[src/hdl/mlr_pkg.sv]
// shared octant codes, octant flags and octant helper functions
package mlr_pkg;

  typedef logic [2:0] octant_t;

  // octant codes, y grows downward
  localparam octant_t OCT_0 = 3'd0;
  localparam octant_t OCT_1 = 3'd1;
  localparam octant_t OCT_2 = 3'd2;
  localparam octant_t OCT_3 = 3'd3;
  localparam octant_t OCT_4 = 3'd4;
  localparam octant_t OCT_5 = 3'd5;
  localparam octant_t OCT_6 = 3'd6;
  localparam octant_t OCT_7 = 3'd7;

  // how a folded (major, minor) offset maps back to screen axes
  typedef struct packed {
    logic swap;   // major runs along y
    logic neg_x;  // x offset is negated
    logic neg_y;  // y offset is negated
  } oct_flags_t;

  function automatic octant_t find_octant(input logic neg_x, input logic neg_y,
                                          input logic flat);
    octant_t oct;
    case ({neg_x, neg_y})
      2'b00:   oct = flat ? OCT_0 : OCT_7;
      2'b01:   oct = flat ? OCT_1 : OCT_2;
      2'b10:   oct = flat ? OCT_5 : OCT_6;
      default: oct = flat ? OCT_4 : OCT_3;
    endcase
    return oct;
  endfunction

  function automatic oct_flags_t octant_flags(input octant_t oct);
    oct_flags_t f;
    case (oct)
      OCT_0:   f = '{swap: 1'b0, neg_x: 1'b0, neg_y: 1'b0};
      OCT_1:   f = '{swap: 1'b0, neg_x: 1'b0, neg_y: 1'b1};
      OCT_2:   f = '{swap: 1'b1, neg_x: 1'b0, neg_y: 1'b1};
      OCT_3:   f = '{swap: 1'b1, neg_x: 1'b1, neg_y: 1'b1};
      OCT_4:   f = '{swap: 1'b0, neg_x: 1'b1, neg_y: 1'b1};
      OCT_5:   f = '{swap: 1'b0, neg_x: 1'b1, neg_y: 1'b0};
      OCT_6:   f = '{swap: 1'b1, neg_x: 1'b1, neg_y: 1'b0};
      OCT_7:   f = '{swap: 1'b1, neg_x: 1'b0, neg_y: 1'b0};
      default: f = '{swap: 1'b0, neg_x: 1'b0, neg_y: 1'b0};
    endcase
    return f;
  endfunction

endpackage

[src/hdl/mlr_in_if.sv]
// command channel: start or step items
interface mlr_in_if #(parameter int COORD_BITS = 11) ();
  logic                  valid;
  logic                  ready;
  logic                  mode;
  logic [COORD_BITS-1:0] start_x;
  logic [COORD_BITS-1:0] start_y;
  logic [COORD_BITS-1:0] end_x;
  logic [COORD_BITS-1:0] end_y;
  logic [31:0]           colour;

  modport source (output valid, mode, start_x, start_y, end_x, end_y, colour,
                  input ready);
  modport sink (input valid, mode, start_x, start_y, end_x, end_y, colour,
                output ready);
endinterface

[src/hdl/mlr_out_if.sv]
// pixel channel: one result per command
interface mlr_out_if #(parameter int COORD_BITS = 11) ();
  logic                  valid;
  logic                  ready;
  logic                  valid_res;
  logic [COORD_BITS-1:0] pixel_x;
  logic [COORD_BITS-1:0] pixel_y;
  logic [31:0]           pixel_colour;
  logic                  last;

  modport source (output valid, valid_res, pixel_x, pixel_y, pixel_colour, last,
                  input ready);
  modport sink (input valid, valid_res, pixel_x, pixel_y, pixel_colour, last,
                output ready);
endinterface

[src/hdl/mlr_setup.sv]
// line setup: octant and fold of the end point offset into octant 0
module mlr_setup import mlr_pkg::*; #(
  parameter int COORD_BITS = 11
) (
  input  logic [COORD_BITS-1:0] start_x,
  input  logic [COORD_BITS-1:0] start_y,
  input  logic [COORD_BITS-1:0] end_x,
  input  logic [COORD_BITS-1:0] end_y,
  output octant_t               octant,
  output logic [COORD_BITS-1:0] major,
  output logic [COORD_BITS-1:0] minor
);

  logic [COORD_BITS:0]   dx;
  logic [COORD_BITS:0]   dy;
  logic [COORD_BITS:0]   dx_abs;
  logic [COORD_BITS:0]   dy_abs;
  logic [COORD_BITS-1:0] ax;
  logic [COORD_BITS-1:0] ay;
  logic                  flat;

  always_comb begin
    dx     = {1'b0, end_x} - {1'b0, start_x};
    dy     = {1'b0, end_y} - {1'b0, start_y};
    dx_abs = dx[COORD_BITS] ? (~dx + 1'b1) : dx;
    dy_abs = dy[COORD_BITS] ? (~dy + 1'b1) : dy;
    ax     = dx_abs[COORD_BITS-1:0];
    ay     = dy_abs[COORD_BITS-1:0];
    flat   = (ax >= ay);
    octant = find_octant(dx[COORD_BITS], dy[COORD_BITS], flat);
    major  = flat ? ax : ay;
    minor  = flat ? ay : ax;
  end

endmodule

[src/hdl/mlr_walker.sv]
// line state, midpoint decision step and unfold back to screen coordinates
module mlr_walker import mlr_pkg::*; #(
  parameter int COORD_BITS = 11
) (
  input  logic                  clk,
  input  logic                  rst,
  input  logic                  advance,
  input  logic                  mode,
  input  logic [COORD_BITS-1:0] start_x,
  input  logic [COORD_BITS-1:0] start_y,
  input  logic [31:0]           colour,
  input  octant_t               setup_octant,
  input  logic [COORD_BITS-1:0] setup_major,
  input  logic [COORD_BITS-1:0] setup_minor,
  output logic                  res_valid_res,
  output logic [COORD_BITS-1:0] res_pixel_x,
  output logic [COORD_BITS-1:0] res_pixel_y,
  output logic [31:0]           res_pixel_colour,
  output logic                  res_last,
  output logic                  line_active
);

  localparam int DEC_BITS = COORD_BITS + 3;

  octant_t               octant_code;
  logic [COORD_BITS-1:0] origin_x;
  logic [COORD_BITS-1:0] origin_y;
  logic [COORD_BITS-1:0] major_length;
  logic [COORD_BITS-1:0] minor_length;
  logic [COORD_BITS-1:0] step_major;
  logic [COORD_BITS-1:0] step_minor;
  logic [DEC_BITS-1:0]   decision;
  logic [31:0]           line_colour;

  logic [COORD_BITS-1:0] step_major_next;
  logic [COORD_BITS-1:0] step_minor_next;
  logic [DEC_BITS-1:0]   decision_next;
  logic [DEC_BITS-1:0]   decision_init;
  logic [COORD_BITS-1:0] gap;
  logic                  step_last;
  oct_flags_t            flags;
  logic [COORD_BITS-1:0] off_u;
  logic [COORD_BITS-1:0] off_v;
  logic [COORD_BITS-1:0] off_x;
  logic [COORD_BITS-1:0] off_y;

  always_comb begin
    gap           = major_length - minor_length;
    decision_init = {3'b000, setup_major} - {2'b00, setup_minor, 1'b0};
    // negative decision: minor coordinate advances
    if (decision[DEC_BITS-1]) begin
      step_minor_next = step_minor + 1'b1;
      decision_next   = decision + {2'b00, gap, 1'b0};
    end else begin
      step_minor_next = step_minor;
      decision_next   = decision - {2'b00, minor_length, 1'b0};
    end
    step_major_next = step_major + 1'b1;
    step_last       = (step_major_next >= major_length);

    // start pixel has zero offset, so the stored octant serves either way
    flags = octant_flags(octant_code);
    off_u = mode ? step_major_next : '0;
    off_v = mode ? step_minor_next : '0;
    off_x = flags.swap ? off_v : off_u;
    off_y = flags.swap ? off_u : off_v;
    if (flags.neg_x) off_x = ~off_x + 1'b1;
    if (flags.neg_y) off_y = ~off_y + 1'b1;

    if (!mode) begin
      res_valid_res    = 1'b1;
      res_pixel_x      = start_x;
      res_pixel_y      = start_y;
      res_pixel_colour = colour;
      res_last         = (setup_major == '0);
    end else if (line_active) begin
      res_valid_res    = 1'b1;
      res_pixel_x      = origin_x + off_x;
      res_pixel_y      = origin_y + off_y;
      res_pixel_colour = line_colour;
      res_last         = step_last;
    end else begin
      res_valid_res    = 1'b0;
      res_pixel_x      = '0;
      res_pixel_y      = '0;
      res_pixel_colour = '0;
      res_last         = 1'b0;
    end
  end

  always_ff @(posedge clk) begin
    if (rst) begin
      line_active <= 1'b0;
    end else if (advance) begin
      if (!mode) begin
        line_active <= (setup_major != '0);
      end else if (line_active) begin
        line_active <= !step_last;
      end
    end
  end

  always_ff @(posedge clk) begin
    if (advance) begin
      if (!mode) begin
        octant_code  <= setup_octant;
        origin_x     <= start_x;
        origin_y     <= start_y;
        major_length <= setup_major;
        minor_length <= setup_minor;
        step_major   <= '0;
        step_minor   <= '0;
        decision     <= decision_init;
        line_colour  <= colour;
      end else if (line_active) begin
        step_major <= step_major_next;
        step_minor <= step_minor_next;
        decision   <= decision_next;
      end
    end
  end

endmodule

[src/hdl/midpoint_line_rasterizer.sv]
// midpoint line rasterizer top level: command register, line walker, pixel register
//
//  channel | role   | transfer moves
//  --------+--------+-----------------------------------------------------------
//  cmd     | sink   | mode, start_x, start_y, end_x, end_y, colour
//  pix     | source | valid_res, pixel_x, pixel_y, pixel_colour, last
//
// one command per cycle sustained while pix is not stalled, one pixel result for every command
// a command sits in the command register until it advances, then its pixel moves
// to the pixel register, whose full flag drives pix valid
// the rate is set by the decision add/compare and the octant unfold mux
// rst (synchronous) clears both register valids and the active-line flag
// a stalled pix holds its register; cmd stays ready while the queue can move
module midpoint_line_rasterizer import mlr_pkg::*; #(
  parameter int COORD_BITS = 11
) (
  input  logic      clk,
  input  logic      rst,
  mlr_in_if.sink    cmd,
  mlr_out_if.source pix
);

  // command register
  logic                  cmd_full;
  logic                  cmd_mode;
  logic [COORD_BITS-1:0] cmd_start_x;
  logic [COORD_BITS-1:0] cmd_start_y;
  logic [COORD_BITS-1:0] cmd_end_x;
  logic [COORD_BITS-1:0] cmd_end_y;
  logic [31:0]           cmd_colour;

  // pixel register
  logic                  pix_full;
  logic                  pix_valid_res;
  logic [COORD_BITS-1:0] pix_x;
  logic [COORD_BITS-1:0] pix_y;
  logic [31:0]           pix_colour;
  logic                  pix_last;

  // setup results for the held command
  octant_t               setup_octant;
  logic [COORD_BITS-1:0] setup_major;
  logic [COORD_BITS-1:0] setup_minor;

  // walker results for the held command
  logic                  res_valid_res;
  logic [COORD_BITS-1:0] res_pixel_x;
  logic [COORD_BITS-1:0] res_pixel_y;
  logic [31:0]           res_pixel_colour;
  logic                  res_last;
  logic                  line_active;

  logic advance;
  logic cmd_take;

  // the held command moves on when the pixel register is free or drains now
  assign advance  = cmd_full && (!pix_full || pix.ready);
  assign cmd.ready = !cmd_full || advance;
  assign cmd_take = cmd.valid && cmd.ready;

  assign pix.valid        = pix_full;
  assign pix.valid_res    = pix_valid_res;
  assign pix.pixel_x      = pix_x;
  assign pix.pixel_y      = pix_y;
  assign pix.pixel_colour = pix_colour;
  assign pix.last         = pix_last;

  mlr_setup #(.COORD_BITS(COORD_BITS)) u_setup (
    .start_x (cmd_start_x),
    .start_y (cmd_start_y),
    .end_x   (cmd_end_x),
    .end_y   (cmd_end_y),
    .octant  (setup_octant),
    .major   (setup_major),
    .minor   (setup_minor)
  );

  mlr_walker #(.COORD_BITS(COORD_BITS)) u_walker (
    .clk              (clk),
    .rst              (rst),
    .advance          (advance),
    .mode             (cmd_mode),
    .start_x          (cmd_start_x),
    .start_y          (cmd_start_y),
    .colour           (cmd_colour),
    .setup_octant     (setup_octant),
    .setup_major      (setup_major),
    .setup_minor      (setup_minor),
    .res_valid_res    (res_valid_res),
    .res_pixel_x      (res_pixel_x),
    .res_pixel_y      (res_pixel_y),
    .res_pixel_colour (res_pixel_colour),
    .res_last         (res_last),
    .line_active      (line_active)
  );

  // valid flags of both registers
  always_ff @(posedge clk) begin
    if (rst) begin
      cmd_full <= 1'b0;
      pix_full <= 1'b0;
    end else begin
      if (cmd_take) begin
        cmd_full <= 1'b1;
      end else if (advance) begin
        cmd_full <= 1'b0;
      end
      if (advance) begin
        pix_full <= 1'b1;
      end else if (pix.ready) begin
        pix_full <= 1'b0;
      end
    end
  end

  // payloads, no reset needed
  always_ff @(posedge clk) begin
    if (cmd_take) begin
      cmd_mode    <= cmd.mode;
      cmd_start_x <= cmd.start_x;
      cmd_start_y <= cmd.start_y;
      cmd_end_x   <= cmd.end_x;
      cmd_end_y   <= cmd.end_y;
      cmd_colour  <= cmd.colour;
    end
    if (advance) begin
      pix_valid_res <= res_valid_res;
      pix_x         <= res_pixel_x;
      pix_y         <= res_pixel_y;
      pix_colour    <= res_pixel_colour;
      pix_last      <= res_last;
    end
  end

`ifndef NO_ASSERTIONS
  // a start command always yields a real pixel
  a_start_gives_pixel: assert property (@(posedge clk) disable iff (rst)
    advance && !cmd_mode |=> pix_full && pix_valid_res)
    else $error("start command did not give a pixel");

  // a step with no active line yields an empty result
  a_idle_step_empty: assert property (@(posedge clk) disable iff (rst)
    advance && cmd_mode && !line_active |=> pix_full && !pix_valid_res)
    else $error("step without line gave a pixel");

  // the last pixel ends the line
  a_last_ends_line: assert property (@(posedge clk) disable iff (rst)
    advance && res_last |=> !line_active)
    else $error("line still active after last pixel");

  // a command is only taken into a full register when the old one moves on
  a_no_overwrite: assert property (@(posedge clk) disable iff (rst)
    cmd_take && cmd_full |-> advance)
    else $error("command register overwritten");

  // a stalled pixel is not replaced
  a_pix_hold: assert property (@(posedge clk) disable iff (rst)
    pix_full && !pix.ready |-> !advance)
    else $error("pixel register replaced while stalled");
`endif

endmodule

[src/flat_wrapper.sv]
// flat-port wrapper written by rule: the top's interface ports become plain ports
module midpoint_line_rasterizer_flat import mlr_pkg::*;
#(
  parameter int COORD_BITS = 11
)
  (clk, rst, cmd_valid, cmd_mode, cmd_start_x, cmd_start_y, cmd_end_x, cmd_end_y, cmd_colour, cmd_ready, pix_valid, pix_valid_res, pix_pixel_x, pix_pixel_y, pix_pixel_colour, pix_last, pix_ready);
  mlr_in_if #(.COORD_BITS(COORD_BITS)) cmd_i ();
  mlr_out_if #(.COORD_BITS(COORD_BITS)) pix_i ();
  input  logic clk;
  input  logic rst;
  input wire logic [$bits(cmd_i.valid)-1:0] cmd_valid;
  input wire logic [$bits(cmd_i.mode)-1:0] cmd_mode;
  input wire logic [$bits(cmd_i.start_x)-1:0] cmd_start_x;
  input wire logic [$bits(cmd_i.start_y)-1:0] cmd_start_y;
  input wire logic [$bits(cmd_i.end_x)-1:0] cmd_end_x;
  input wire logic [$bits(cmd_i.end_y)-1:0] cmd_end_y;
  input wire logic [$bits(cmd_i.colour)-1:0] cmd_colour;
  output wire logic [$bits(cmd_i.ready)-1:0] cmd_ready;
  output wire logic [$bits(pix_i.valid)-1:0] pix_valid;
  output wire logic [$bits(pix_i.valid_res)-1:0] pix_valid_res;
  output wire logic [$bits(pix_i.pixel_x)-1:0] pix_pixel_x;
  output wire logic [$bits(pix_i.pixel_y)-1:0] pix_pixel_y;
  output wire logic [$bits(pix_i.pixel_colour)-1:0] pix_pixel_colour;
  output wire logic [$bits(pix_i.last)-1:0] pix_last;
  input wire logic [$bits(pix_i.ready)-1:0] pix_ready;
  assign cmd_i.valid = cmd_valid;
  assign cmd_i.mode = cmd_mode;
  assign cmd_i.start_x = cmd_start_x;
  assign cmd_i.start_y = cmd_start_y;
  assign cmd_i.end_x = cmd_end_x;
  assign cmd_i.end_y = cmd_end_y;
  assign cmd_i.colour = cmd_colour;
  assign cmd_ready = cmd_i.ready;
  assign pix_valid = pix_i.valid;
  assign pix_valid_res = pix_i.valid_res;
  assign pix_pixel_x = pix_i.pixel_x;
  assign pix_pixel_y = pix_i.pixel_y;
  assign pix_pixel_colour = pix_i.pixel_colour;
  assign pix_last = pix_i.last;
  assign pix_i.ready = pix_ready;
  midpoint_line_rasterizer #(.COORD_BITS(COORD_BITS)) u_core (.clk(clk), .rst(rst), .cmd(cmd_i), .pix(pix_i));
endmodule
[config.mk]
export PLATFORM = sky130hd
export DESIGN_NAME = midpoint_line_rasterizer_flat
export DESIGN_NICKNAME = d
export VERILOG_FILES = /design/src/hdl/mlr_pkg.sv /design/src/hdl/mlr_in_if.sv /design/src/hdl/mlr_out_if.sv /design/src/hdl/mlr_setup.sv /design/src/hdl/mlr_walker.sv /design/src/hdl/midpoint_line_rasterizer.sv /design/src/flat_wrapper.sv
export SDC_FILE = /design/constraint.sdc
export NUM_CORES = 1
export LEC_CHECK = 0
export ABC_AREA = 1
export BUFFER_PORTS_ARGS = -buffer_cell sky130_fd_sc_hd__buf_2
export CORE_ASPECT_RATIO = 1.5
export CORE_MARGIN = 2
export CORE_UTILIZATION = 55
export CTS_CLUSTER_SIZE = 16
export DETAILED_ROUTE_END_ITERATION = 8
export GPL_TIMING_DRIVEN = 0
export PLACE_DENSITY = 0.78
export SLEW_MARGIN = 25
export SYNTH_ARGS = -nofsm -noshare
export SYNTH_HDL_FRONTEND = slang
export SYNTH_HIERARCHICAL = 1
export SYNTH_SLANG_ARGS = --single-unit
[constraint.sdc]
create_clock -name clk -period 7.8 [get_ports clk]
set_clock_uncertainty 0.1 [all_clocks]
set_input_delay 0.39 -clock clk [delete_from_list [all_inputs] [get_ports clk]]
set_output_delay 0.39 -clock clk [all_outputs]
set_load 0.01 [all_outputs]
# Word level (Yosys, flattened, before mapping)
# Memories as Yosys holds them, arrays and structs flattened. A register that Yosys moved wholly into a read port is not among the register bits.
# Cells that the tools add are included.
# Widths: inputs -> output; s select.
# word_totals
reg_bits,251
romBits,24
out_inout_bits,58
word_cells,99
memories,1
# mem_list
name,depth,width,read_ports,rd_clocked_by_memory_dff,wr,line,rtl
(name not given),8,3,1,1,0,mlr_pkg.sv:37,case (oct)
# op_classes
n_addsub,14
magnitude_cmp,2
eq_ne,3
n_mux,37
bitwise_logic,5
reduce_logical,14
# op_table
operator,n
$mux 11,17
$add 11x1->11 const B,6
$mux 32,2
$not 11->11,4
$mux 14,3
$sub 11x11->12,2
$add 11x11->11,2
$ge 11x11->1,2
$add 14x12->14,1
$sub 14x12->14,1
$sub 11x12->13,1
$logic_not 11->1,1
$reduce_bool 11->1,1
$sub 11x11->11,1
$mux 1,9
$mux 3,3
$pmux 3 s3,1
$mux 2,2
$reduce_and 2->1,2
$reduce_bool 2->1,2
$logic_not 1->1,3
$eq 2x1->1 const B,1
$eq 2x2->1 const B,1
$logic_and 1x1->1,2
4 further kinds,5

# Longest topological paths before layout
# Gate-level depths: netlist (run 1).
# logic_depth
ltp_word,10
mapped_depth,41
mapped_depth_nobuf,40

# Modules after synthesis
# Netlist (run 1), hierarchy kept.
# by_module_without_submodules
module,instances,cells_per_inst,area_per_inst_um2,seq_area_each_um2
mlr_walker,1,1065,8777.2,3503.4
midpoint_line_rasterizer,1,145,4085.2,4033.9
mlr_setup,1,485,2533.7,0.0

# Least setup slack after synthesis (run 1)
# OpenSTA, ideal clock, no wires.
# synth_path
path_kind,input port to flip-flop
from,in pix_ready
to,reg u_core/u_walker/flags[0] (netlist name)
setup_time_ns,0.123
arrival_time_ns,7.936
t_required_ns,7.577
setup_slack_ns,-0.359
cell_stages,8
n_path_buf,0
path_cell_list,inv_1 a21oi_1 inv_1 nor2_1 inv_1 o21ai_0 nand2_1 xor2_1
# synth_between
elab_chain_cells,4
# synth_rtl
element,line,rtl
start: declaration,flat_wrapper.sv:25,input wire logic [$bits(pix_i.ready)-1:0] pix_ready;
$logic_or 1x1->1,midpoint_line_rasterizer.sv:57,assign advance = cmd_full && (!pix_full || pix.ready);
$logic_and 1x1->1,midpoint_line_rasterizer.sv:57,
net u_core.advance,midpoint_line_rasterizer.sv:53,logic advance;
$reduce_and 2->1 (no line),--,
$mux 3 (no line),--,
# The timed path passes the listed nets, and every way through them passes these cells.
# A chain may end at the register's enable or synchronous reset.

# Worst setup path in the final report (run 1)
# layout_path
from,reg u_core.cmd_start_y[0]
to,reg u_core.u_walker.decision[11] (data pin)
# layout_between
elab_chain_cells,8
word_cells_on_any_way,9
# layout_rtl
element,line,rtl
start: declaration,midpoint_line_rasterizer.sv:27,logic [COORD_BITS-1:0] cmd_start_y;
start signal: assignment,midpoint_line_rasterizer.sv:121,cmd_start_y <= cmd.start_y;
$sub 11x11->12 (*),mlr_setup.sv:24,"dy = {1'b0, end_y} - {1'b0, start_y};"
$not 11->11,mlr_setup.sv:26,dy_abs = dy[COORD_BITS] ? (~dy + 1'b1) : dy;
$add 11x1->11,mlr_setup.sv:26,
$mux 11 (*),mlr_setup.sv:26,
$ge 11x11->1,mlr_setup.sv:29,flat = (ax >= ay);
$mux 11 (*),mlr_setup.sv:31,major = flat ? ax : ay;
net u_core.setup_major[2],midpoint_line_rasterizer.sv:42,logic [COORD_BITS-1:0] setup_major;
$sub 11x12->13 (*),mlr_walker.sv:49,"decision_init = {3'b000, setup_major} - {2'b00, setup_minor, 1'b0};"
$mux 14 (*),mlr_walker.sv:105,if (!mode) begin
end signal: assignment,mlr_walker.sv:113,decision <= decision_init;
end signal: assignment,mlr_walker.sv:118,decision <= decision_next;
end: declaration,mlr_walker.sv:32,logic [DEC_BITS-1:0] decision;
# Mark *: on every way through the listed nets, which the timed path passes. The rest lies on a longest branch.

==> qor.csv, run 1 <==
stage;metric;value;unit
critical_path;worst-path fanout max;10;
layout;# diodes;0;
cts;CTS H-tree depth;1;
worst_hold_path;hold path startpoint;pix_ready;
pwr;total power;4770;uW
critical_path;FF-to-FF End;u_core/u_walker/decision[11]$_DFFE_PP_;
yosys;Syn Nets;1886;
yosys;Yosys reg bits;253;
yosys;EDFF count, synth;247;
critical_path;R2R Setup Slk;1.20;ns
floorplanning;die width;141;um
yosys;Post-Synth XOR/XNOR Area;0.0254;
yosys;synth top area cells;edfxtp_1, nand2_1, ha_1;
cts;clock-pin slew on the worst setup and hold paths;0.07;ns
sta;fin. max-slew vios;0;
pwr;Leak Pwr;0.00841;uW
cts;Worst-Skew Late Latency;0.55;ns
drt;routed len/inst;18.0;um
cts;Longest Clk Path Bufs;3;
cts;TritonCTS clock tree;done;
sta;Hold Worst Slack;0.107;ns
sta;Worst slew margin;0.480;
drt;Routed Antenna Nets;0;
place;Post-Place Cell Area;0.0168;sq mm
yosys;Syn Std Cell Area;0.0154;sq mm
place;routability cong.;0.959;
yosys;Avg Inst Size Synth;9.08;sq um
yosys;yosys warns;6;
yosys;fraction of synthesized area in multiplexers;0.000650;
cts;TritonCTS sink count;253;
critical_path;CP endpoint kind;flip-flop;
critical_path;slowest cell on the critical path;edfxtp_1;
status;outcome;complete, no violations;
yosys;main combinational cell family by area after synthesis;simple AND/OR/NAND/NOR gates;
floorplanning;Die Ht;209;um
sta;fin crit share;0.846;
critical_path;cell mode on critical path;nand2_1;
sta;fin crit period;6.60;ns
layout;nets@finish;2137;
pwr;pwr/cell area;260;mW/mm^2
sta;Sum Neg Setup Slack;0;ns
layout;design area;0.0183;sq mm
cts;CTS root buf;clkbuf_16;
drt;1st-pass router iterations;6;
layout;flip-flop and latch area;0.00754;sq mm
place;Placed Cells;2188;
place;Post-DP HPWL;30400;um
yosys;Synth cell types;55;
yosys;list of most frequent post-synthesis cells;nand2_1, inv_1, edfxtp_1;
sta;Worst-Margin Slew;0.780;ns
sta;RSZ-0062 raised after global routing;false;
pwr;worst vdd ir;0.301;mV
yosys;post-synthesis sequential area ratio;0.490;
drt;initial drt markers;980;
critical_path;startpoint types;flip-flop;
yosys;post-synth top area share;0.482;
global_routing;initial antenna violation count;0;
floorplanning;# IOs;139;
cts;CTS Buf Count;23;
critical_path;R2R depth;37;
global_routing;GRT Overall Usage;0.284;
critical_path;CP arrival;6.78;ns
place;Buffers on Ports;138;
drt;DRC violations left;0;
yosys;ys async rst share;0;
layout;fill count;2159;
yosys;top_reg_cell synth;edfxtp_1;
floorplanning;Initial Utilization;0.554;
yosys;Synth Area in Compound Gates;0.105;
cts;post-CTS setup buffer count;0;
cts;post-CTS resize count;0;
drt;vias post-DR;12800;
flow_run;max_cap viols;0;
global_routing;number of global-route vias before repair;13000;
critical_path;data required time of the critical path;7.98;ns
worst_hold_path;hold path cells;4;
worst_hold_path;Worst Hold Path EP;u_core/pix.valid$_SDFFE_PP0P_;
yosys;Post-Synth Adder-Cell Area;0.0928;
floorplanning;core footprint;0.0278;sq mm
global_routing;GRT overflow;0;
sta;Max Clk Rate;0.152;GHz
yosys;Synth Area in Simple Gates;0.210;
yosys;Synth area leader;edfxtp_1;
global_routing;first-pass GRT wire length;65500;um
drt;final WL;41600;um
layout;Finished Layout Cells;2309;
layout;share of cells above drive strength 1;0.150;
yosys;Cells after Synth;1695;
critical_path;Critical Path Max Stage Delay;0.51;ns
sta;Final Hold Vio Count;0;
floorplanning;Die ar.;0.0294;sq mm
drt;Via density;5.55;
critical_path;RR Startpoint;u_core/cmd_start_y[0]$_DFFE_PP_;
critical_path;Worst Path Class, Setup;reg -> reg;
sta;final setup fails;0;
layout;area grow syn2layout;19.0;%
global_routing;largest net degree at the start of global routing;45;
worst_hold_path;Hold Path Class;in -> reg;
yosys;most common cell in the netlist;nand2_1;
layout;area of the multi-input gates;0.00672;sq mm
floorplanning;site row count;75;
==> kinds of logic after synthesis <==
group	after synthesis
flip-flops	253
AND/OR/NAND/NOR	729
buffers and inverters	297
adder cells (fa/ha/maj)	110
AO/OA/AOI/OAI	262
XOR/XNOR	43
multiplexers	1
==> through the flow <==
| step | utilization | worst slack, ns |
|---|---|---|
| 3_5_place_dp | 0.605 | 1.33 |
| 6_report | 0.660 | 1.20 |
| 4_1_cts | 0.660 | 1.27 |
| 2_1_floorplan | - | 1.01 |
| 5_1_grt | 0.660 | 0.585 |
| 3_3_place_gp | 0.595 | -1.83 |
==> routing by layer <==
metal,vias up,part of all wire,GRT usage
met1,5952,0.36,0.302
li1,6268,-,-
met4,0,0.060,0.160
met2,467,0.53,0.534
met5,-,0,0
met3,124,0.048,0.0362
==> registers in the layout, indices dropped and copies added, names as in the netlist, 13 cells and up <==
signal / flops
u_core/u_walker/line_colour: 32
u_core/u_walker/decision: 13
u_core/pix.pixel_colour: 32
u_core/cmd_colour: 32
==> cell usage in the layout (no fill, tap or decap), types with 5 or more instances in the layout <==
cell	count
clkinv_1	8
o21bai_1	6
ha_1	103
nand4_1	23
o21ai_0	65
o21ai_2	9
inv_2	13
dfxtp_1	6
nand3_2	15
buf_2	150
clkbuf_16	23
xor2_1	30
nand2_2	22
buf_4	5
edfxtp_1	247
inv_1	249
xnor2_1	11
nand3b_1	6
buf_16	8
a21oi_1	91
clkbuf_1	11
nor2_2	14
dlygate4sd3_1	79
a31oi_1	7
a22o_1	39
o21ai_1	12
nor2_1	83
nor3_1	13
nand3_1	112
fa_1	7
nand2_1	421
==> area by class of cell <==
| class | instances | share of cell area |
|---|---|---|
| Clock buffer | 26 | 0.0320 |
| Multi-Input combinational cell | 1145 | 0.367 |
| Timing Repair Buffer | 226 | 0.0940 |
| Inverter | 265 | 0.0544 |
| Sequential cell | 253 | 0.411 |
| Tap cell | 346 | 0.0236 |
| Clock inverter | 16 | 0.00840 |
| Buffer | 32 | 0.00963 |
==> power breakdown <==
group | switching, uW | total (uW) | internal [uW]
clock network | 534 | 1150 | 618
registers | 56.0 | 1700 | 1650
logic | 1200 | 1920 | 712
==> timing repair <==
item	CTS	global route
hold endpoints to repair	80	0
endpoints found under the setup margin	0	0
hold buffers	79	0
==> worst max-delay path by stage <==
| stage | start | endpoint | slack [ns] | depth (start not counted) |
|---|---|---|---|---|
| after floorplan | pix_ready | u_core/u_walker/flags[0]$_DFF_P_ | 1.01 | 8 |
| after global placement | pix_ready | u_core/u_walker/flags[1]$_DFF_P_ | -1.83 | 9 |
| after detailed placement | u_core/cmd_start_y[0]$_DFFE_PP_ | u_core/u_walker/decision[11]$_DFFE_PP_ | 1.33 | 37 |
| after CTS | u_core/cmd_start_y[0]$_DFFE_PP_ | u_core/u_walker/decision[11]$_DFFE_PP_ | 1.27 | 37 |
| after global routing | u_core/cmd_start_y[0]$_DFFE_PP_ | u_core/u_walker/decision[11]$_DFFE_PP_ | 0.58 | 37 |
| final | u_core/cmd_start_y[0]$_DFFE_PP_ | u_core/u_walker/decision[11]$_DFFE_PP_ | 1.20 | 37 |
==> critical path, delay by kind of cell, from the launching register on <==
kind | cells | cell delay, ns
AOI/OAI and AO/OA | 7 | 1.16
and+or+nand+nor | 16 | 1.66
xor gates and xnor gates | 1 | 0.21
adders and majority gates | 5 | 1.63
DFF | 1 | 0.51
buffers and inverters | 8 | 1.02
(Power assumes the default switching activity.)
==> run 2, diff against run 1 <==
--- a/config.mk
+++ b/config.mk
@@ -9,11 +9,11 @@
 export BUFFER_PORTS_ARGS = -buffer_cell sky130_fd_sc_hd__buf_2
 export CORE_ASPECT_RATIO = 1.5
 export CORE_MARGIN = 2
-export CORE_UTILIZATION = 55
+export CORE_UTILIZATION = 61
 export CTS_CLUSTER_SIZE = 16
 export DETAILED_ROUTE_END_ITERATION = 8
 export GPL_TIMING_DRIVEN = 0
-export PLACE_DENSITY = 0.78
+export PLACE_DENSITY = 0.81
 export SLEW_MARGIN = 25
 export SYNTH_ARGS = -nofsm -noshare
 export SYNTH_HDL_FRONTEND = slang
==> constraint.sdc (replaced) <==
create_clock -name clk -period 6.2 [get_ports clk]
set_clock_uncertainty 0.1 [all_clocks]
set_input_delay 0.31 -clock clk [delete_from_list [all_inputs] [get_ports clk]]
set_output_delay 0.31 -clock clk [all_outputs]
set_load 0.01 [all_outputs]
==> run 2 against run 1 <==
  * Core utilization rose by 8.0 points
  * Worst hold slack improved by 0.17 ns
  * Routed wire length fell by 0.21%
  * Via count rose by 1.5%
  * Largest power group unchanged
==> qor.csv, run 2 (synthesized netlist as in run 1, its figures left out) <==
stage;metric;value;unit
drt;DRC violations left;0;
status;outcome;complete, no violations;
critical_path;Critical Path Max Stage Delay;0.52;ns
pwr;Leak Pwr;0.00847;uW
layout;Final Core Density;0.739;
layout;commonest non-fill, non-tap cell in the layout;nand2_1;
place;routability cong.;0.971;
cts;CTS root buf;clkbuf_16;
layout;# diodes;0;
drt;routed len/inst;18.1;um
layout;area grow syn2layout;19.9;%
critical_path;startpoint types;flip-flop;
critical_path;RR Startpoint;u_core/cmd_start_y[0]$_DFFE_PP_;
floorplanning;die width;134;um
flow_run;max_cap viols;0;
global_routing;GRT Overall Usage;0.317;
sta;RSZ-0062 raised after global routing;true;
critical_path;data required time of the critical path;6.38;ns
global_routing;first-pass GRT wire length;65800;um
critical_path;cell mode on critical path;nand2_1;
cts;Worst-Skew Late Latency;0.54;ns
critical_path;CP endpoint kind;flip-flop;
drt;1st-pass router iterations;6;
sta;fin. max-slew vios;0;
critical_path;slowest cell on the critical path;edfxtp_1;
global_routing;GRT overflow;0;
sta;fin crit share;0.960;
critical_path;worst-path fanout max;10;
critical_path;R2R depth;37;
global_routing;largest net degree at the start of global routing;43;
floorplanning;Die ar.;0.0266;sq mm
layout;most frequent cells in the layout;nand2_1, edfxtp_1, inv_1;
floorplanning;site row count;71;
layout;Finished Layout Cells;2299;
cts;TritonCTS sink count;253;
worst_hold_path;Hold Path Class;in -> reg;
sta;Worst-Margin Slew;0.771;ns
drt;final WL;41500;um
cts;CTS Buf Count;23;
sta;Max Clk Rate;0.168;GHz
critical_path;Worst Path Class, Setup;reg -> reg;
place;Post-Place Cell Area;0.0167;sq mm
cts;Longest Clk Path Bufs;3;
layout;design area;0.0185;sq mm
floorplanning;# IOs;139;
critical_path;CP arrival;6.14;ns
place;Post-DP HPWL;30200;um
global_routing;initial antenna violation count;0;
global_routing;number of global-route vias before repair;13400;
pwr;pwr/cell area;338;mW/mm^2
sta;Final Hold Vio Count;0;
sta;Sum Neg Setup Slack;0;ns
floorplanning;core footprint;0.0250;sq mm
layout;nets@finish;2146;
sta;fin crit period;5.95;ns
critical_path;FF-to-FF End;u_core/u_walker/decision[11]$_DFFE_PP_;
critical_path;R2R Setup Slk;0.25;ns
drt;initial drt markers;911;
floorplanning;Initial Utilization;0.617;
floorplanning;Die Ht;199;um
worst_hold_path;hold path cells;3;
pwr;worst vdd ir;0.295;mV
cts;CTS H-tree depth;1;
drt;vias post-DR;13000;
drt;Via density;5.65;
sta;final setup fails;0;
layout;share of cells above drive strength 1;0.162;
worst_hold_path;hold path startpoint;cmd_valid;
place;Buffers on Ports;138;
drt;Routed Antenna Nets;0;
cts;clock-pin slew on the worst setup and hold paths;0.07;ns
worst_hold_path;Worst Hold Path EP;u_core/cmd_mode$_DFFE_PP_;
cts;TritonCTS clock tree;done;
place;Placed Cells;2169;
sta;Worst slew margin;0.486;
-- run 2: cell type report --
class | count | area (sq um)
Inverter | 265 | 1000
Tap cell | 328 | 410
Timing Repair Buffer | 235 | 1740
Sequential cell | 253 | 7540
Multi-Input combinational cell | 1145 | 6810
Clock buffer | 28 | 594
Clock inverter | 13 | 183
Buffer | 32 | 188
Fill cell | 1778 | 6510
-- run 2: critical path, delay by kind of cell, from the launching register on --
kind / cells / cell delay (ns)
fa+ha+maj: 5 / 1.58
compound gates: 7 / 0.93
xor+xnor: 1 / 0.20
simple gates: 16 / 1.61
flops: 1 / 0.52
buf+inv: 8 / 0.74
-- run 2: worst max-delay path by stage --
stage / start / end / slack, ns
2_1_floorplan: pix_ready / u_core/u_walker/flags[0]$_DFF_P_ / 0.75
3_3_place_gp: pix_ready / u_core/u_walker/flags[0]$_DFF_P_ / -1.32
3_5_place_dp: u_core/cmd_start_y[0]$_DFFE_PP_ / u_core/u_walker/decision[11]$_DFFE_PP_ / -0.33
4_1_cts: u_core/cmd_start_y[0]$_DFFE_PP_ / u_core/u_walker/decision[11]$_DFFE_PP_ / -0.001
5_1_grt: u_core/cmd_start_y[0]$_DFFE_PP_ / u_core/u_walker/decision[11]$_DFFE_PP_ / -0.09
6_report: u_core/cmd_start_y[0]$_DFFE_PP_ / u_core/u_walker/decision[11]$_DFFE_PP_ / 0.25
-- run 2: power by group --
| group | total (uW) | switching, uW | internal [uW] |
|---|---|---|---|
| Clock | 1500 | 642 | 857 |
| Combinational | 2600 | 1620 | 977 |
| Sequential | 2140 | 68.6 | 2070 |
-- run 2: routing by layer --
| layer | part of all wire | vias to the layer above | track usage |
|---|---|---|---|
| met3 | 0.059 | 145 | 0.0459 |
| met2 | 0.52 | 525 | 0.590 |
| met1 | 0.36 | 6058 | 0.338 |
| met5 | 0 | - | 0 |
| li1 | - | 6270 | - |
| met4 | 0.063 | 0 | 0.185 |
-- run 2: repair_timing --
action / CTS / global route
endpoints found under the setup margin: 5 / 7
setup buffers: 2 / 7
hold buffers: 80 / 0
pin swaps: 1 / 4
resized for setup: 8 / 23
endpoints found under the hold margin: 80 / 0
-- run 2: metrics by stage --
step | worst slack [ns] | power, uW | hold WS, ns
after floorplan | 0.754 | 3920 | 0.272
after global placement | -1.32 | 4400 | 0.330
after global routing | -0.0892 | 6620 | 0.302
final | 0.247 | 6240 | 0.274
after detailed placement | -0.325 | 4500 | 0.338
after CTS | -0.00104 | 6080 | 0.281
